===== config.mk =====
export PLATFORM = sky130hd
export DESIGN_NAME = short_name_validator_core
export DESIGN_NICKNAME = d
export VERILOG_FILES = /design/src/hdl/snv_pkg.sv /design/src/hdl/short_name_validator_core.sv
export VERILOG_INCLUDE_DIRS = /design/src /design/src/hdl
export SDC_FILE = /design/constraint.sdc
export NUM_CORES = 1
export LEC_CHECK = 0
export CAP_MARGIN = 20
export CORE_MARGIN = 2
export CORE_UTILIZATION = 40
export DETAILED_ROUTE_END_ITERATION = 8
export DONT_BUFFER_PORTS = 1
export GPL_TIMING_DRIVEN = 0
export PLACE_DENSITY_LB_ADDON = 0.3
export SLEW_MARGIN = 25
export SYNTH_ARGS = -nofsm -noshare
export SYNTH_HDL_FRONTEND = slang
export SYNTH_SLANG_ARGS = --single-unit

===== constraint.sdc =====
create_clock -name clock -period 2.61 [get_ports clock]
set_input_delay 0.261 -clock clock [delete_from_list [all_inputs] [get_ports clock]]
set_output_delay 0.261 -clock clock [all_outputs]
set_load 0.02 [all_outputs]

===== src/hdl/assert_macros.svh =====
// Assertion macros shared by the RTL. Define NO_ASSERTIONS to drop them.
`ifndef ASSERT_MACROS_SVH
`define ASSERT_MACROS_SVH

`ifndef NO_ASSERTIONS

// When the antecedent holds, the consequent must hold in the same cycle.
`define ASSERT_SAME_CYCLE(label, clk, rst, ante, cons) \
   label: assert property (@(posedge clk) disable iff (rst) (ante) |-> (cons)) \
      else $error("Same-cycle assertion failed.");

// When the antecedent holds, the consequent must hold in the next cycle.
`define ASSERT_NEXT_CYCLE(label, clk, rst, ante, cons) \
   label: assert property (@(posedge clk) disable iff (rst) (ante) |=> (cons)) \
      else $error("Next-cycle assertion failed.");

`else

`define ASSERT_SAME_CYCLE(label, clk, rst, ante, cons)
`define ASSERT_NEXT_CYCLE(label, clk, rst, ante, cons)

`endif

`endif


===== src/hdl/snv_pkg.sv =====
`default_nettype none

package snv_pkg;

   // Length limits of the two parts of an 8.3 name.
   localparam logic [3:0] BASE_MAX = 4'd8;
   localparam logic [2:0] EXT_MAX  = 3'd3;

   // Character codes with a special role.
   localparam logic [7:0] CHAR_NUL = 8'h00;
   localparam logic [7:0] CHAR_DOT = 8'h2E;

   // True for uppercase letters, digits and the permitted punctuation marks.
   function automatic logic allowed_char(input logic [7:0] c);
      logic result;
      result = 1'b0;
      if (c inside {[8'h41:8'h5A]}) begin
         result = 1'b1;
      end else if (c inside {[8'h30:8'h39]}) begin
         result = 1'b1;
      end else if (c inside {8'h5F, 8'h24, 8'h7E, 8'h21, 8'h23, 8'h25, 8'h2D,
                             8'h7B, 8'h7D, 8'h28, 8'h29, 8'h40, 8'h5E, 8'h26}) begin
         // _ $ ~ ! # % - { } ( ) @ ^ &
         result = 1'b1;
      end
      return result;
   endfunction

endpackage

`default_nettype wire


===== src/hdl/short_name_validator_core.sv =====
`default_nettype none

// Channel    Dir  Payload                                   Moves when
// req_*      in   tdata[7:0] name_byte                      tvalid & tready
// rsp_*      out  tdata[0] is_valid, tdata[7:1] zero        tvalid & tready
//
// One name byte is taken every cycle unless the input is held; a byte waits in the
// input register and is checked against the name state when it leaves it.
// A zero byte reaches the result register through the input register.
// Reset is synchronous and clears the name state and both valid flags.
// Only a terminator waiting on a full, stalled result register holds the input.
module short_name_validator_core (
   input  wire logic       clock,
   input  wire logic       reset,
   input  wire logic       req_tvalid,
   output logic            req_tready,
   input  wire logic [7:0] req_tdata,   // [7:0] name_byte
   output logic            rsp_tvalid,
   input  wire logic       rsp_tready,
   output logic [7:0]      rsp_tdata    // [0] is_valid, [7:1] zero
);
   import snv_pkg::*;

   // Input register.
   logic       in_valid_ff, in_valid_in;
   logic [7:0] in_byte_ff;

   // Name state.
   logic       dot_seen_ff, dot_seen_in;
   logic [3:0] base_count_ff, base_count_in;
   logic [2:0] ext_count_ff, ext_count_in;
   logic       fault_seen_ff, fault_seen_in;

   // Result register.
   logic       rsp_valid_ff, rsp_valid_in;
   logic       is_valid_ff;

   logic       advance;
   logic       term;

   // A byte moves on unless it is a terminator facing a full, stalled result.
   assign term       = (in_byte_ff == CHAR_NUL);
   assign advance    = in_valid_ff && (!term || !rsp_valid_ff || rsp_tready);
   assign req_tready = !in_valid_ff || advance;
   assign in_valid_in = req_tready ? req_tvalid : in_valid_ff;

   // Name state update for the byte in the input register.
   always_comb begin
      dot_seen_in   = dot_seen_ff;
      base_count_in = base_count_ff;
      ext_count_in  = ext_count_ff;
      fault_seen_in = fault_seen_ff;
      if (advance) begin
         if (term) begin
            dot_seen_in   = 1'b0;
            base_count_in = '0;
            ext_count_in  = '0;
            fault_seen_in = 1'b0;
         end else if (!fault_seen_ff) begin
            if (in_byte_ff == CHAR_DOT) begin
               if (dot_seen_ff || (base_count_ff == '0)) begin
                  fault_seen_in = 1'b1;
               end else begin
                  dot_seen_in = 1'b1;
               end
            end else if (!allowed_char(in_byte_ff)) begin
               fault_seen_in = 1'b1;
            end else if (!dot_seen_ff) begin
               if (base_count_ff >= BASE_MAX) begin
                  fault_seen_in = 1'b1;
               end else begin
                  base_count_in = base_count_ff + 4'd1;
               end
            end else begin
               if (ext_count_ff >= EXT_MAX) begin
                  fault_seen_in = 1'b1;
               end else begin
                  ext_count_in = ext_count_ff + 3'd1;
               end
            end
         end
      end
   end

   // Result valid: set by a terminator, cleared when the transaction completes.
   always_comb begin
      if (advance && term) begin
         rsp_valid_in = 1'b1;
      end else if (rsp_tready) begin
         rsp_valid_in = 1'b0;
      end else begin
         rsp_valid_in = rsp_valid_ff;
      end
   end

   // Control registers.
   always_ff @(posedge clock) begin
      if (reset) begin
         in_valid_ff   <= 1'b0;
         dot_seen_ff   <= 1'b0;
         base_count_ff <= '0;
         ext_count_ff  <= '0;
         fault_seen_ff <= 1'b0;
         rsp_valid_ff  <= 1'b0;
      end else begin
         in_valid_ff   <= in_valid_in;
         dot_seen_ff   <= dot_seen_in;
         base_count_ff <= base_count_in;
         ext_count_ff  <= ext_count_in;
         fault_seen_ff <= fault_seen_in;
         rsp_valid_ff  <= rsp_valid_in;
      end
   end

   // Payload registers.
   always_ff @(posedge clock) begin
      if (req_tvalid && req_tready) begin
         in_byte_ff <= req_tdata;
      end
      if (advance && term) begin
         is_valid_ff <= !fault_seen_ff && (base_count_ff != '0);
      end
   end

   assign rsp_tvalid = rsp_valid_ff;
   assign rsp_tdata  = {7'd0, is_valid_ff};

   // Checks on the name state and the result path.
`include "assert_macros.svh"
   `ASSERT_SAME_CYCLE(base_in_range, clock, reset, 1'b1, base_count_ff <= BASE_MAX)
   `ASSERT_SAME_CYCLE(ext_in_range, clock, reset, 1'b1, ext_count_ff <= EXT_MAX)
   `ASSERT_SAME_CYCLE(ext_needs_dot, clock, reset, ext_count_ff != '0, dot_seen_ff)
   `ASSERT_NEXT_CYCLE(term_clears, clock, reset, advance && term,
      rsp_valid_ff && !dot_seen_ff && (base_count_ff == '0) && !fault_seen_ff)

endmodule

`default_nettype wire


; ---- Word-level counts from Yosys, hierarchy flattened
; Index checks and enable logic that the tools add are counted.
[totals]
register_bits = 20
inputBits = 12
out_inout_bits = 10
word_cells = 95
[classes]
n_addsub = 2
magnitude_cmp = 6
eq_ne = 21
n_mux = 33
n_reduce_logical = 25
[ops]
columns = cell, n
row1 = "equality test 8 x 6 -> 1 bit, second input constant", 9
row2 = "equality test 8 x 7 -> 1 bit, second input constant", 6
row3 = 2-to-1 mux 4 bit, 6
row4 = 2-to-1 mux 1 bit, 21
row5 = 2-to-1 mux 3 bit, 6
row6 = nonzero test 14 bit, 1
row7 = AND reduction 6 bit, 2
row8 = "greater-or-equal comparator 8 x 6 -> 1 bit, second input constant", 1
row9 = "greater-or-equal comparator 8 x 7 -> 1 bit, second input constant", 1
row10 = "less-or-equal comparator 8 x 6 -> 1 bit, second input constant", 1
row11 = "less-or-equal comparator 8 x 7 -> 1 bit, second input constant", 1
row12 = logical NOT 8 bit, 1
row13 = "inequality test 2 bit, second input constant", 4
row14 = nonzero test 2 bit, 4
row15 = logical AND 1 bit, 6
row16 = "adder 4 x 1 -> 4 bit, second input constant", 1
row17 = "greater-or-equal comparator 4 bit, second input constant", 1
row18 = logical NOT 1 bit, 4
row19 = logical NOT 4 bit, 1
row20 = logical OR 1 bit, 4
row21 = "inequality test 2 x 1 -> 1 bit, second input constant", 2
row22 = AND reduction 4 bit, 1
row23 = nonzero test 4 bit, 1
row24 = "adder 3 x 1 -> 3 bit, second input constant", 1
row25 = "greater-or-equal comparator 3 x 2 -> 1 bit, second input constant", 1

; ---- Logic depth before layout (Yosys ltp)
; Gate-level depths: netlist of run 1.
[logic_depth]
ltp_word = 13
depth_mapped = 6
depth_no_buf = 6

; ---- Worst setup path after synthesis of run 1
; No wires, ideal clock.
[synth_path]
path_kind = flip-flop to flip-flop
from = reg in_byte_ff[0]
to = reg in_byte_ff[0] (enable)
setup_time_ps = 325
t_arrival_ps = 1505
t_required_ps = 2285
slack_ps = 780
path_stages_with_launch = 4
path_buffers = 0
synth_period_minus_slack_ps = 1830
path_cell_list = edfxtp_1 > or4_4 > nor2_4 > a31oi_1
[synth_via]
elab_chain_cells = 7
[synth_lines]
columns = item, line_no
row1 = "start, declared", short_name_validator_core.sv:26  ; logic [7:0] in_byte_ff;
row2 = "start signal, assigned", short_name_validator_core.sv:118  ; in_byte_ff <= req_tdata;
row3 = logical NOT 8 bit, short_name_validator_core.sv:42  ; assign term = (in_byte_ff == CHAR_NUL);
row4 = logical NOT 1 bit, short_name_validator_core.sv:43  ; assign advance = in_valid_ff && (!term || !rsp_valid_ff || rsp_tready);
row5 = logical OR 1 bit (2 in a row), short_name_validator_core.sv:43
row6 = logical AND 1 bit, short_name_validator_core.sv:43
row7 = logical OR 1 bit, short_name_validator_core.sv:44  ; assign req_tready = !in_valid_ff || advance;
row8 = logical AND 1 bit, short_name_validator_core.sv:117  ; if (req_tvalid && req_tready) begin
; No other way between the ends.
; A chain may end at the register's enable or synchronous reset.

; ---- Worst setup path in the final report of run 1
[layout_path]
from = reg in_byte_ff[0]
to = out req_tready
[layout_via]
elab_chain_cells = 6
[layout_lines]
columns = item, line_no
row1 = logical NOT 8 bit, short_name_validator_core.sv:42
row2 = logical NOT 1 bit, short_name_validator_core.sv:43
row3 = logical OR 1 bit (2 in a row), short_name_validator_core.sv:43
row4 = logical AND 1 bit, short_name_validator_core.sv:43
row5 = logical OR 1 bit, short_name_validator_core.sv:44
row6 = "end, declared", short_name_validator_core.sv:16  ; output logic req_tready,
; No other way between the ends.

==> results.py, run 1 <==
metrics = {
    "status": {
        "status": "complete, no violations",
    },
    "placement": {
        "hpwl_mm": 1.75,
        "io_buffers": 0,
        "pre_cts_ws_ns": 0.537,
        "gp_congestion": 0.785,
        "place_area_mm2": 0.00127,
    },
    "yosys": {
        "synthTopCellsByCount": "11 x dfxtp_1, 10 x buf_4, 10 x inv_1",
        "synth-edff-count": 9,
        "postSynthCellCount": 117,
        "yosys.cell_types.count": 51,
        "yosys.area.top_type_share_pct": 22.3,
        "ys_warn_count": 0,
        "async_flop_share_pct": 0,
        "synth_most_common_cell": "dfxtp_1",
        "synth_area_mm2": 0.00121,
        "syn_avg_cell_area_um2": 10.3,
        "synth_top_area_cell": "edfxtp_1",
        "synth.area.top_cells": "edfxtp_1 22%, dfxtp_1 18%, buf_4 6.2%, ha_1 4.1%, inv_1 3.1%",
        "synth-seq-area-share_pct": 40.5,
        "ys.flop_type": "dfxtp_1",
        "ys_seq_elements": 20,
    },
    "pwr": {
        "p_switching_w": 0.000171,
        "power.density_mw_per_mm2": 475,
        "leakage_nw": 0.473,
        "cell_internal_pwr_w": 0.000445,
        "combPwrFrac_pct": 15.6,
        "ir_drop_uv": 214,
        "clkPwrFrac_pct": 24.6,
        "swShare_pct": 27.7,
        "pwr-share-seq_pct": 59.7,
    },
    "worst_setup_path": {
        "rrSetupSlack_ns": 0.53,
        "rr_worst_depth": 3,
        "reg2reg_to": "in_byte_ff[4]",
        "cp.arrival_ns": 1.98,
        "critical_path.top_delay_family": "simple AND/OR/NAND/NOR gates",
        "slowest_stage": "or4_4",
        "cp_max_fo": 9,
        "max_stage_delay_ns": 0.62,
        "path_cells": "or4_4, nor2_4, nand3_1",
        "critical_path_buf_inv_count": 0,
        "cp.required_ns": 2.35,
        "start_kind": "register",
        "cp.depth": 3,
        "crit_path_end_kind": "output pin",
        "r2r-start": "in_byte_ff[0]",
        "path_class": "register to output pin",
    },
    "grt": {
        "grt_pass1_vias": 877,
        "grt_pass1_wl_mm": 4.08,
        "grt_use_total_pct": 15.5,
        "grt_max_degree": 12,
        "antenna_found_initial": 0,
        "overflow": 0,
    },
    "routing": {
        "drc": 0,
        "wire_per_inst_um": 14.5,
        "vias_per_cell": 5.87,
        "drt_iter0_markers": 16,
        "dr.pass1.iters": 4,
        "wl_mm": 2.30,
        "ant_nets": 0,
        "vias": 927,
    },
    "clock_tree": {
        "numCtsBuffers": 3,
        "cts_sinks": 20,
        "cts_resized": 0,
        "clk_path_buf_depth": 2,
        "cts_tree": "yes",
        "clk_latency_ns": 0.31,
        "clk_pin_slew_ns": 0.11,
        "clock-root-buffer": "clkbuf_4",
        "post-cts-setup-buffer-count": 0,
        "htreeDepth": 1,
        "ctsHoldBuffers": 0,
    },
    "floorplan": {
        "dieArea_mm2": 0.00348,
        "die_w_um": 59.0,
        "die_h_um": 59.0,
        "row_count": 19,
        "start_util_pct": 43.1,
        "ios": 22,
        "core_mm2": 0.00281,
    },
    "final_layout": {
        "areaGrowthSynthToFinish_pct": 7.24,
        "drive_above_1_share_pct": 22.8,
        "n_antenna_cell": 0,
        "final_nets": 144,
        "finalInstanceArea_mm2": 0.00130,
    },
    "worst_hold_path": {
        "hold_class": "input pin to register",
        "hold_start": "req_tdata[6]",
        "whs_endpoint": "in_byte_ff[6]",
        "min_path_cells": 0,
    },
    "sta": {
        "fin_crit_sh_pct": 86.0,
        "fin_crit_ns": 2.24,
        "finalWorstSetupSlack_ns": 0.366,
        "tightest_slew_ns": 0.841,
        "final_max_slew_viol_count": 0,
        "fin_setup_tns_ns": 0,
        "fmax_ghz": 0.446,
        "rsz0062_at_grt": "false",
        "clock_skew_ns": 0.00400,
        "finalHoldViolCount": 0,
        "slew_headroom_pct": 43.7,
        "finalSetupViolCount": 0,
    },
    "flow_run": {
        "drv_cap": 0,
    },
}
## cell type report
| cell class | instances | area (um^2) |
|---|---|---|
| sequential | 20 | 490 |
| clock inverter | 1 | 3.75 |
| clock buffer | 3 | 22.5 |
| multi-input combinational | 81 | 621 |
| inverter | 10 | 37.5 |
| tap | 31 | 38.8 |
| fill | 265 | 1510 |
| buffer | 12 | 83.8 |
## sequential cells by signal, summed over array words and instances (netlist names)
signal and flops:
rsp_tvalid 1, ext_count_ff 3, in_byte_ff 8, fault_seen_ff 1, base_count_ff 4, in_valid_ff 1, is_valid_ff 1, dot_seen_ff 1
## per-layer routing
layer  vias to the layer above  wire length [um]  GRT usage (%)  share of wire [%]
li1                        456                 -              -                  -
met1                       429               988           19.4                 43
met2                        35              1100           25.9                 48
met3                         7               128           3.06                5.6
met4                         0                81           6.82                3.5
met5                         -                 0              0                  0
## power by group through the flow
stage          clock network (W)  registers, W  logic [W]
2_1_floorplan                  0      0.000369  0.0000820
3_3_place_gp                   0      0.000373  0.0000917
3_5_place_dp                   0      0.000374  0.0000945
4_1_cts                 0.000158      0.000367  0.0000951
5_1_grt                 0.000174      0.000371   0.000105
6_report                0.000152      0.000368  0.0000963
## how the worst max path moves through the flow
| stage | endpoint | slack [ns] | start |
|---|---|---|---|
| 6_report | req_tready | 0.37 | in_byte_ff[0] |
| 5_1_grt | req_tready | 0.28 | in_byte_ff[0] |
| 4_1_cts | req_tready | 0.36 | in_byte_ff[0] |
| 3_5_place_dp | in_byte_ff[1] | 0.54 | in_byte_ff[0] |
| 3_3_place_gp | in_byte_ff[2] | 0.59 | in_byte_ff[0] |
| 2_1_floorplan | in_byte_ff[0] | 0.78 | in_byte_ff[0] |
## worst register-to-register path: stages, from the launching register on
cell and delay, ns:
edfxtp_1 0.53, or4_4 0.62, nor2_4 0.25, a31oi_1 0.34
## cells in the final DEF, fill, tap and decap left out, types with 2 or more instances in the layout
| cell | n |
|---|---|
| a2111oi_0 | 4 |
| or2_2 | 2 |
| buf_4 | 10 |
| nand2_1 | 5 |
| dfxtp_1 | 11 |
| nand3_1 | 3 |
| nor2b_1 | 2 |
| o32ai_1 | 2 |
| a21oi_1 | 5 |
| nand2b_1 | 4 |
| clkbuf_4 | 3 |
| o211ai_1 | 4 |
| edfxtp_1 | 9 |
| ha_1 | 4 |
| o22ai_1 | 2 |
| nor2_1 | 4 |
| conb_1 | 7 |
| inv_1 | 10 |
| or4_1 | 2 |
## kinds of logic after synthesis
kind of cell | Yosys count | synth area share (%)
and+or+nand+nor | 36 | 20.5
AOI/OAI and AO/OA | 33 | 23.8
buffers and inverters | 22 | 10.0
DFF | 20 | 40.5
adders and majority gates | 4 | 4.14
xor gates and xnor gates | 1 | 0.724
other | 1 | 0.310
## per-stage QoR
stage	instances	utilization [%]	hold slack (ns)	power [W]
after floorplan	123	-	0.360	0.000451
after global placement	154	45.3	0.360	0.000465
after detailed placement	154	45.3	0.360	0.000469
after CTS	158	46.3	0.0297	0.000621
after global routing	158	46.3	0.0128	0.000650
final	158	46.3	0.0399	0.000616
Note: power is estimated with default switching activity, not from simulation.
==> run 2, diff against run 1 <==
--- a/config.mk
+++ b/config.mk
@@ -13,6 +13,7 @@
 export DONT_BUFFER_PORTS = 1
 export GPL_TIMING_DRIVEN = 0
 export PLACE_DENSITY_LB_ADDON = 0.3
+export RECOVER_POWER = 50
 export SLEW_MARGIN = 25
 export SYNTH_ARGS = -nofsm -noshare
 export SYNTH_HDL_FRONTEND = slang
==> results.py, run 2 (same netlist as run 1, synthesis figures left out) <==
metrics = {
    "final_layout": {
        "reg.largest.list": "in_byte_ff: 8 flops, base_count_ff: 4 flops, ext_count_ff: 3 flops",
        "top_register": "in_byte_ff",
        "areaGrowthSynthToFinish_pct": 6.10,
        "n_antenna_cell": 0,
        "final_common_cell": "dfxtp_1",
        "regArea_um2": 490,
        "multi_input_area_um2": 611,
        "drive_above_1_share_pct": 19.7,
        "final_nets": 144,
        "largest_reg_flops": 8,
        "fillers": 269,
        "layout_common_cells": "11 x dfxtp_1, 10 x inv_1, 9 x buf_4, 9 x edfxtp_1, 7 x conb_1",
        "layout.cells.non_filler": 158,
    },
    "floorplan": {
        "core_mm2": 0.00281,
        "die_w_um": 59.0,
        "start_util_pct": 43.1,
        "ios": 22,
        "die_h_um": 59.0,
        "dieArea_mm2": 0.00348,
        "row_count": 19,
    },
    "clock_tree": {
        "clk_path_buf_depth": 2,
        "ctsHoldBuffers": 0,
        "cts_tree": "yes",
        "clock-root-buffer": "clkbuf_4",
        "htreeDepth": 1,
        "clk_pin_slew_ns": 0.11,
        "cts_resized": 0,
        "post-cts-setup-buffer-count": 0,
        "clk_latency_ns": 0.31,
        "cts_sinks": 20,
        "numCtsBuffers": 3,
    },
    "grt": {
        "overflow": 0,
        "grt_pass1_vias": 877,
        "antenna_found_initial": 0,
        "grt_use_total_pct": 15.5,
        "grt_max_degree": 12,
        "grt_pass1_wl_mm": 4.08,
    },
    "sta": {
        "fin_crit_ns": 2.28,
        "clock_skew_ns": 0.00592,
        "rsz0062_at_grt": "false",
        "fin_setup_tns_ns": 0,
        "tightest_slew_ns": 0.847,
        "final_max_slew_viol_count": 0,
        "finalSetupViolCount": 0,
        "fin_crit_sh_pct": 87.3,
        "fmax_ghz": 0.439,
        "slew_headroom_pct": 43.2,
        "hold_slack_ns": 0.0390,
        "finalHoldViolCount": 0,
    },
    "routing": {
        "wire_per_inst_um": 14.5,
        "ant_nets": 0,
        "drt_iter0_markers": 24,
        "vias": 927,
        "drc": 0,
        "vias_per_cell": 5.87,
        "dr.pass1.iters": 4,
        "wl_mm": 2.29,
    },
    "worst_setup_path": {
        "cp.required_ns": 2.35,
        "start_kind": "register",
        "crit_path_end_kind": "output pin",
        "path_class": "register to output pin",
        "cp.arrival_ns": 2.02,
        "critical_path_buf_inv_count": 0,
        "max_stage_delay_ns": 0.65,
        "slowest_stage": "or4_1",
        "critical_path.top_delay_family": "simple AND/OR/NAND/NOR gates",
        "cp_max_fo": 9,
        "path_cells": "or4_1, nor2_4, nand3_1",
    },
    "worst_hold_path": {
        "hold_class": "input pin to register",
    },
    "pwr": {
        "power.density_mw_per_mm2": 478,
        "p_switching_w": 0.000169,
        "cell_internal_pwr_w": 0.000444,
        "p_total_w": 0.000613,
        "combPwrFrac_pct": 15.5,
        "swShare_pct": 27.6,
        "clkPwrFrac_pct": 24.6,
        "ir_drop_uv": 214,
        "leakage_nw": 0.466,
        "pwr-share-seq_pct": 59.9,
    },
    "placement": {
        "gp_congestion": 0.785,
        "placed_cells": 154,
        "hpwl_mm": 1.75,
        "io_buffers": 0,
    },
    "status": {
        "status": "complete, no violations",
    },
    "flow_run": {
        "drv_cap": 0,
    },
}
==> run 2: cell count changes in the layout (fill, tap and decap cells not counted), sizes merged <==
| cell | before | now |
|---|---|---|
| buf | 10 | 9 |
| clkbuf | 5 | 6 |
==> run 2: area by class of cell <==
type	instances	area share [%]
plain buffers	12	6.24
clock buffers	3	1.75
clock inverters	1	0.292
inverters	10	2.92
multi-input cells	81	47.6
flip-flops and latches	20	38.2
well taps	31	3.02
==> run 2: metal layers <==
layer  wire length [um]  vias up  GRT usage (%)
li1                   -      455              -
met5                  0        -              0
met4                 84        0           6.82
met1                974      428           19.4
met2               1100       35           25.9
met3                132        9           3.06
==> run 2: power by group through the flow <==
stage                     clock network, W  logic [W]  registers [W]
after floorplan                          0  0.0000820       0.000369
after global placement                   0  0.0000917       0.000373
after detailed placement                 0  0.0000945       0.000374
after CTS                         0.000158  0.0000951       0.000367
after global routing              0.000174   0.000104       0.000371
final                             0.000151  0.0000951       0.000367
==> run 2: path summary, 6_finish.rpt <==
kind / startpoint / to / slack, ns / cells after the start
setup / recovery: in_byte_ff[0] / req_tready / 0.33 / 3
hold / removal: req_tdata[6] / in_byte_ff[6] / 0.04 / 0
setup reg to reg: in_byte_ff[0] / base_count_ff[1] / 0.43 / 5
hold reg to reg: ext_count_ff[1] / ext_count_ff[1] / 0.51 / 2
==> run 2: metrics by stage <==
step | setup slack [ns] | cell area (um^2) | util, %
final | 0.332 | 1280 | 45.8
after global routing | 0.229 | 1280 | 45.8
after CTS | 0.365 | 1300 | 46.3
after detailed placement | 0.537 | 1270 | 45.3
after global placement | 0.595 | 1270 | 45.3
after floorplan | 0.780 | 1230 | -
==> run 3, diff against run 2 <==
--- a/config.mk
+++ b/config.mk
@@ -7,7 +7,7 @@
 export NUM_CORES = 1
 export LEC_CHECK = 0
 export CAP_MARGIN = 20
-export CORE_MARGIN = 2
+export CORE_MARGIN = 4
 export CORE_UTILIZATION = 40
 export DETAILED_ROUTE_END_ITERATION = 8
 export DONT_BUFFER_PORTS = 1
==> constraint.sdc (replaced) <==
create_clock -name clock -period 2.61 [get_ports clock]
set_input_delay 0.6525 -clock clock [delete_from_list [all_inputs] [get_ports clock]]
set_output_delay 0.6525 -clock clock [all_outputs]
set_load 0.02 [all_outputs]
==> results.py, run 3 (same netlist as run 1, synthesis figures left out) <==
metrics = {
    "worst_setup_path": {
        "cp.required_ns": 1.96,
        "critical_path_buf_inv_count": 1,
        "r2r-start": "in_byte_ff[1]",
        "reg2reg_to": "in_byte_ff[0]",
        "rrSetupSlack_ns": 0.55,
        "max_stage_delay_ns": 0.55,
        "worstSetupStartpoint": "in_byte_ff[1]",
        "slowest_stage": "or4_1",
        "critical_path.top_delay_family": "simple AND/OR/NAND/NOR gates",
        "cp.arrival_ns": 1.77,
        "path_cells": "buf_4, or4_1, nor2_4, nand3_2",
        "rr_worst_depth": 5,
        "path_class": "register to output pin",
        "start_kind": "register",
        "crit_path_end_kind": "output pin",
        "cp_max_fo": 9,
    },
    "routing": {
        "drt_iter0_markers": 18,
        "vias_per_cell": 5.71,
        "dr.pass1.iters": 4,
        "vias": 937,
        "wl_mm": 2.36,
        "drc": 0,
        "wire_per_inst_um": 14.4,
        "ant_nets": 0,
    },
    "pwr": {
        "pwr-share-seq_pct": 58.7,
        "cell_internal_pwr_w": 0.000449,
        "ir_drop_uv": 261,
        "power.density_mw_per_mm2": 464,
        "swShare_pct": 27.9,
        "p_switching_w": 0.000174,
        "clkPwrFrac_pct": 24.8,
        "combPwrFrac_pct": 16.5,
        "p_total_w": 0.000623,
        "leakage_nw": 0.499,
    },
    "sta": {
        "slew_headroom_pct": 43.6,
        "fin_setup_tns_ns": 0,
        "finalSetupViolCount": 0,
        "tightest_slew_ns": 0.841,
        "fin_crit_sh_pct": 92.8,
        "final_max_slew_viol_count": 0,
        "fin_crit_ns": 2.42,
        "fmax_ghz": 0.413,
        "finalHoldViolCount": 0,
        "clock_skew_ns": 0.00504,
        "rsz0062_at_grt": "false",
    },
    "final_layout": {
        "layout.cells.non_filler": 164,
        "largest_reg_flops": 8,
        "top_register": "in_byte_ff",
        "areaGrowthSynthToFinish_pct": 11.0,
        "reg.largest.list": "in_byte_ff: 8 flops, base_count_ff: 4 flops, ext_count_ff: 3 flops",
        "drive_above_1_share_pct": 25.6,
        "n_antenna_cell": 0,
        "final_nets": 150,
        "final_core_util_pct": 47.5,
        "layout_common_cells": "14 x buf_4, 11 x dfxtp_1, 10 x inv_1, 9 x edfxtp_1, 7 x conb_1",
        "final_common_cell": "buf_4",
        "finalInstanceArea_mm2": 0.00134,
    },
    "grt": {
        "grt_pass1_vias": 873,
        "grt_pass1_wl_mm": 4.02,
        "grt_use_total_pct": 12.8,
        "grt_max_degree": 12,
        "antenna_found_initial": 0,
        "overflow": 0,
    },
    "placement": {
        "io_buffers": 0,
        "gp_congestion": 0.791,
        "place_area_mm2": 0.00127,
        "hpwl_mm": 1.72,
        "placed_cells": 154,
    },
    "worst_hold_path": {
        "whs_endpoint": "in_byte_ff[2]",
        "min_path_cells": 0,
        "hold_start": "req_tdata[2]",
        "hold_class": "input pin to register",
    },
    "clock_tree": {
        "numCtsBuffers": 3,
        "clk_latency_ns": 0.31,
        "htreeDepth": 1,
        "clk_path_buf_depth": 2,
        "cts_sinks": 20,
        "clk_pin_slew_ns": 0.11,
        "cts_tree": "yes",
        "clock-root-buffer": "clkbuf_4",
    },
    "floorplan": {
        "row_count": 19,
        "die_w_um": 63.0,
        "ios": 22,
        "core_mm2": 0.00283,
        "start_util_pct": 42.8,
        "dieArea_mm2": 0.00397,
        "die_h_um": 63.0,
    },
    "status": {
        "status": "complete, no violations",
    },
    "flow_run": {
        "drv_cap": 0,
    },
}
==> run 3: cell count changes in the layout (fill, tap and decap cells not counted) <==
cell	previous run	this run
or4_1	3	2
nor3_1	2	1
nand3_1	3	2
nand3_2	0	1
nor3_2	0	1
clkbuf_4	3	4
buf_4	9	14
or4_4	0	1
==> run 3: stage by stage <==
stage / hold slack [ns] / setup slack (ns)
finish: 0.432 / 0.188
global route: 0.394 / 0.0736
CTS: 0.425 / 0.0439
detailed placement: 0.498 / 0.331
global placement: 0.481 / 0.334
floorplan: 0.466 / 0.474
==> run 3: repair_timing <==
action,CTS,global route
hold buffers,0,0
pin swaps,0,1
gates cloned,0,0
endpoints found under the setup margin,1,1
buffers inserted,0,6
gates resized for setup,1,0
==> run 3: worst max path at each step <==
| stage | endpoint | slack, ns | cells past startpoint |
|---|---|---|---|
| 2_1_floorplan | req_tready | 0.47 | 3 |
| 3_3_place_gp | req_tready | 0.33 | 3 |
| 3_5_place_dp | req_tready | 0.33 | 3 |
| 4_1_cts | req_tready | 0.04 | 3 |
| 5_1_grt | req_tready | 0.07 | 4 |
| 6_report | req_tready | 0.19 | 4 |
==> run 3: routing by layer <==
metal  vias up  share of wire, %  global-route usage [%]
li1        470                 -                       -
met1       448                44                    15.9
met2        15                49                    19.5
met3         4               3.9                    2.88
met4         0               2.5                    8.82
met5         -                 0                       0
==> run 3: worst register-to-register path: cells and delay by family (launching register included) <==
kind                   cells  cell delay, ns
AND/OR/NAND/NOR            2            0.74
buffers and inverters      2            0.32
AO/OA/AOI/OAI              1            0.29
flip-flops                 1            0.38
==> run 3: cell type report <==
cell class                      count  area [um^2]
Fill cell                         274         1490
Multi-Input combinational cell     81          624
Sequential cell                    20          490
Buffer                             12         80.1
Timing Repair Buffer                6         45.0
Tap cell                           31         38.8
Inverter                           10         37.5
Clock buffer                        3         22.5
Clock inverter                      1         3.75
==> run 3: power groups by stage <==
stage	clock network [W]	registers, W	logic (W)
6_report	0.000155	0.000366	0.000103
4_1_cts	0.000157	0.000367	0.0000951
5_1_grt	0.000180	0.000369	0.000114
2_1_floorplan	0	0.000369	0.0000820
3_5_place_dp	0	0.000374	0.0000942
3_3_place_gp	0	0.000373	0.0000918
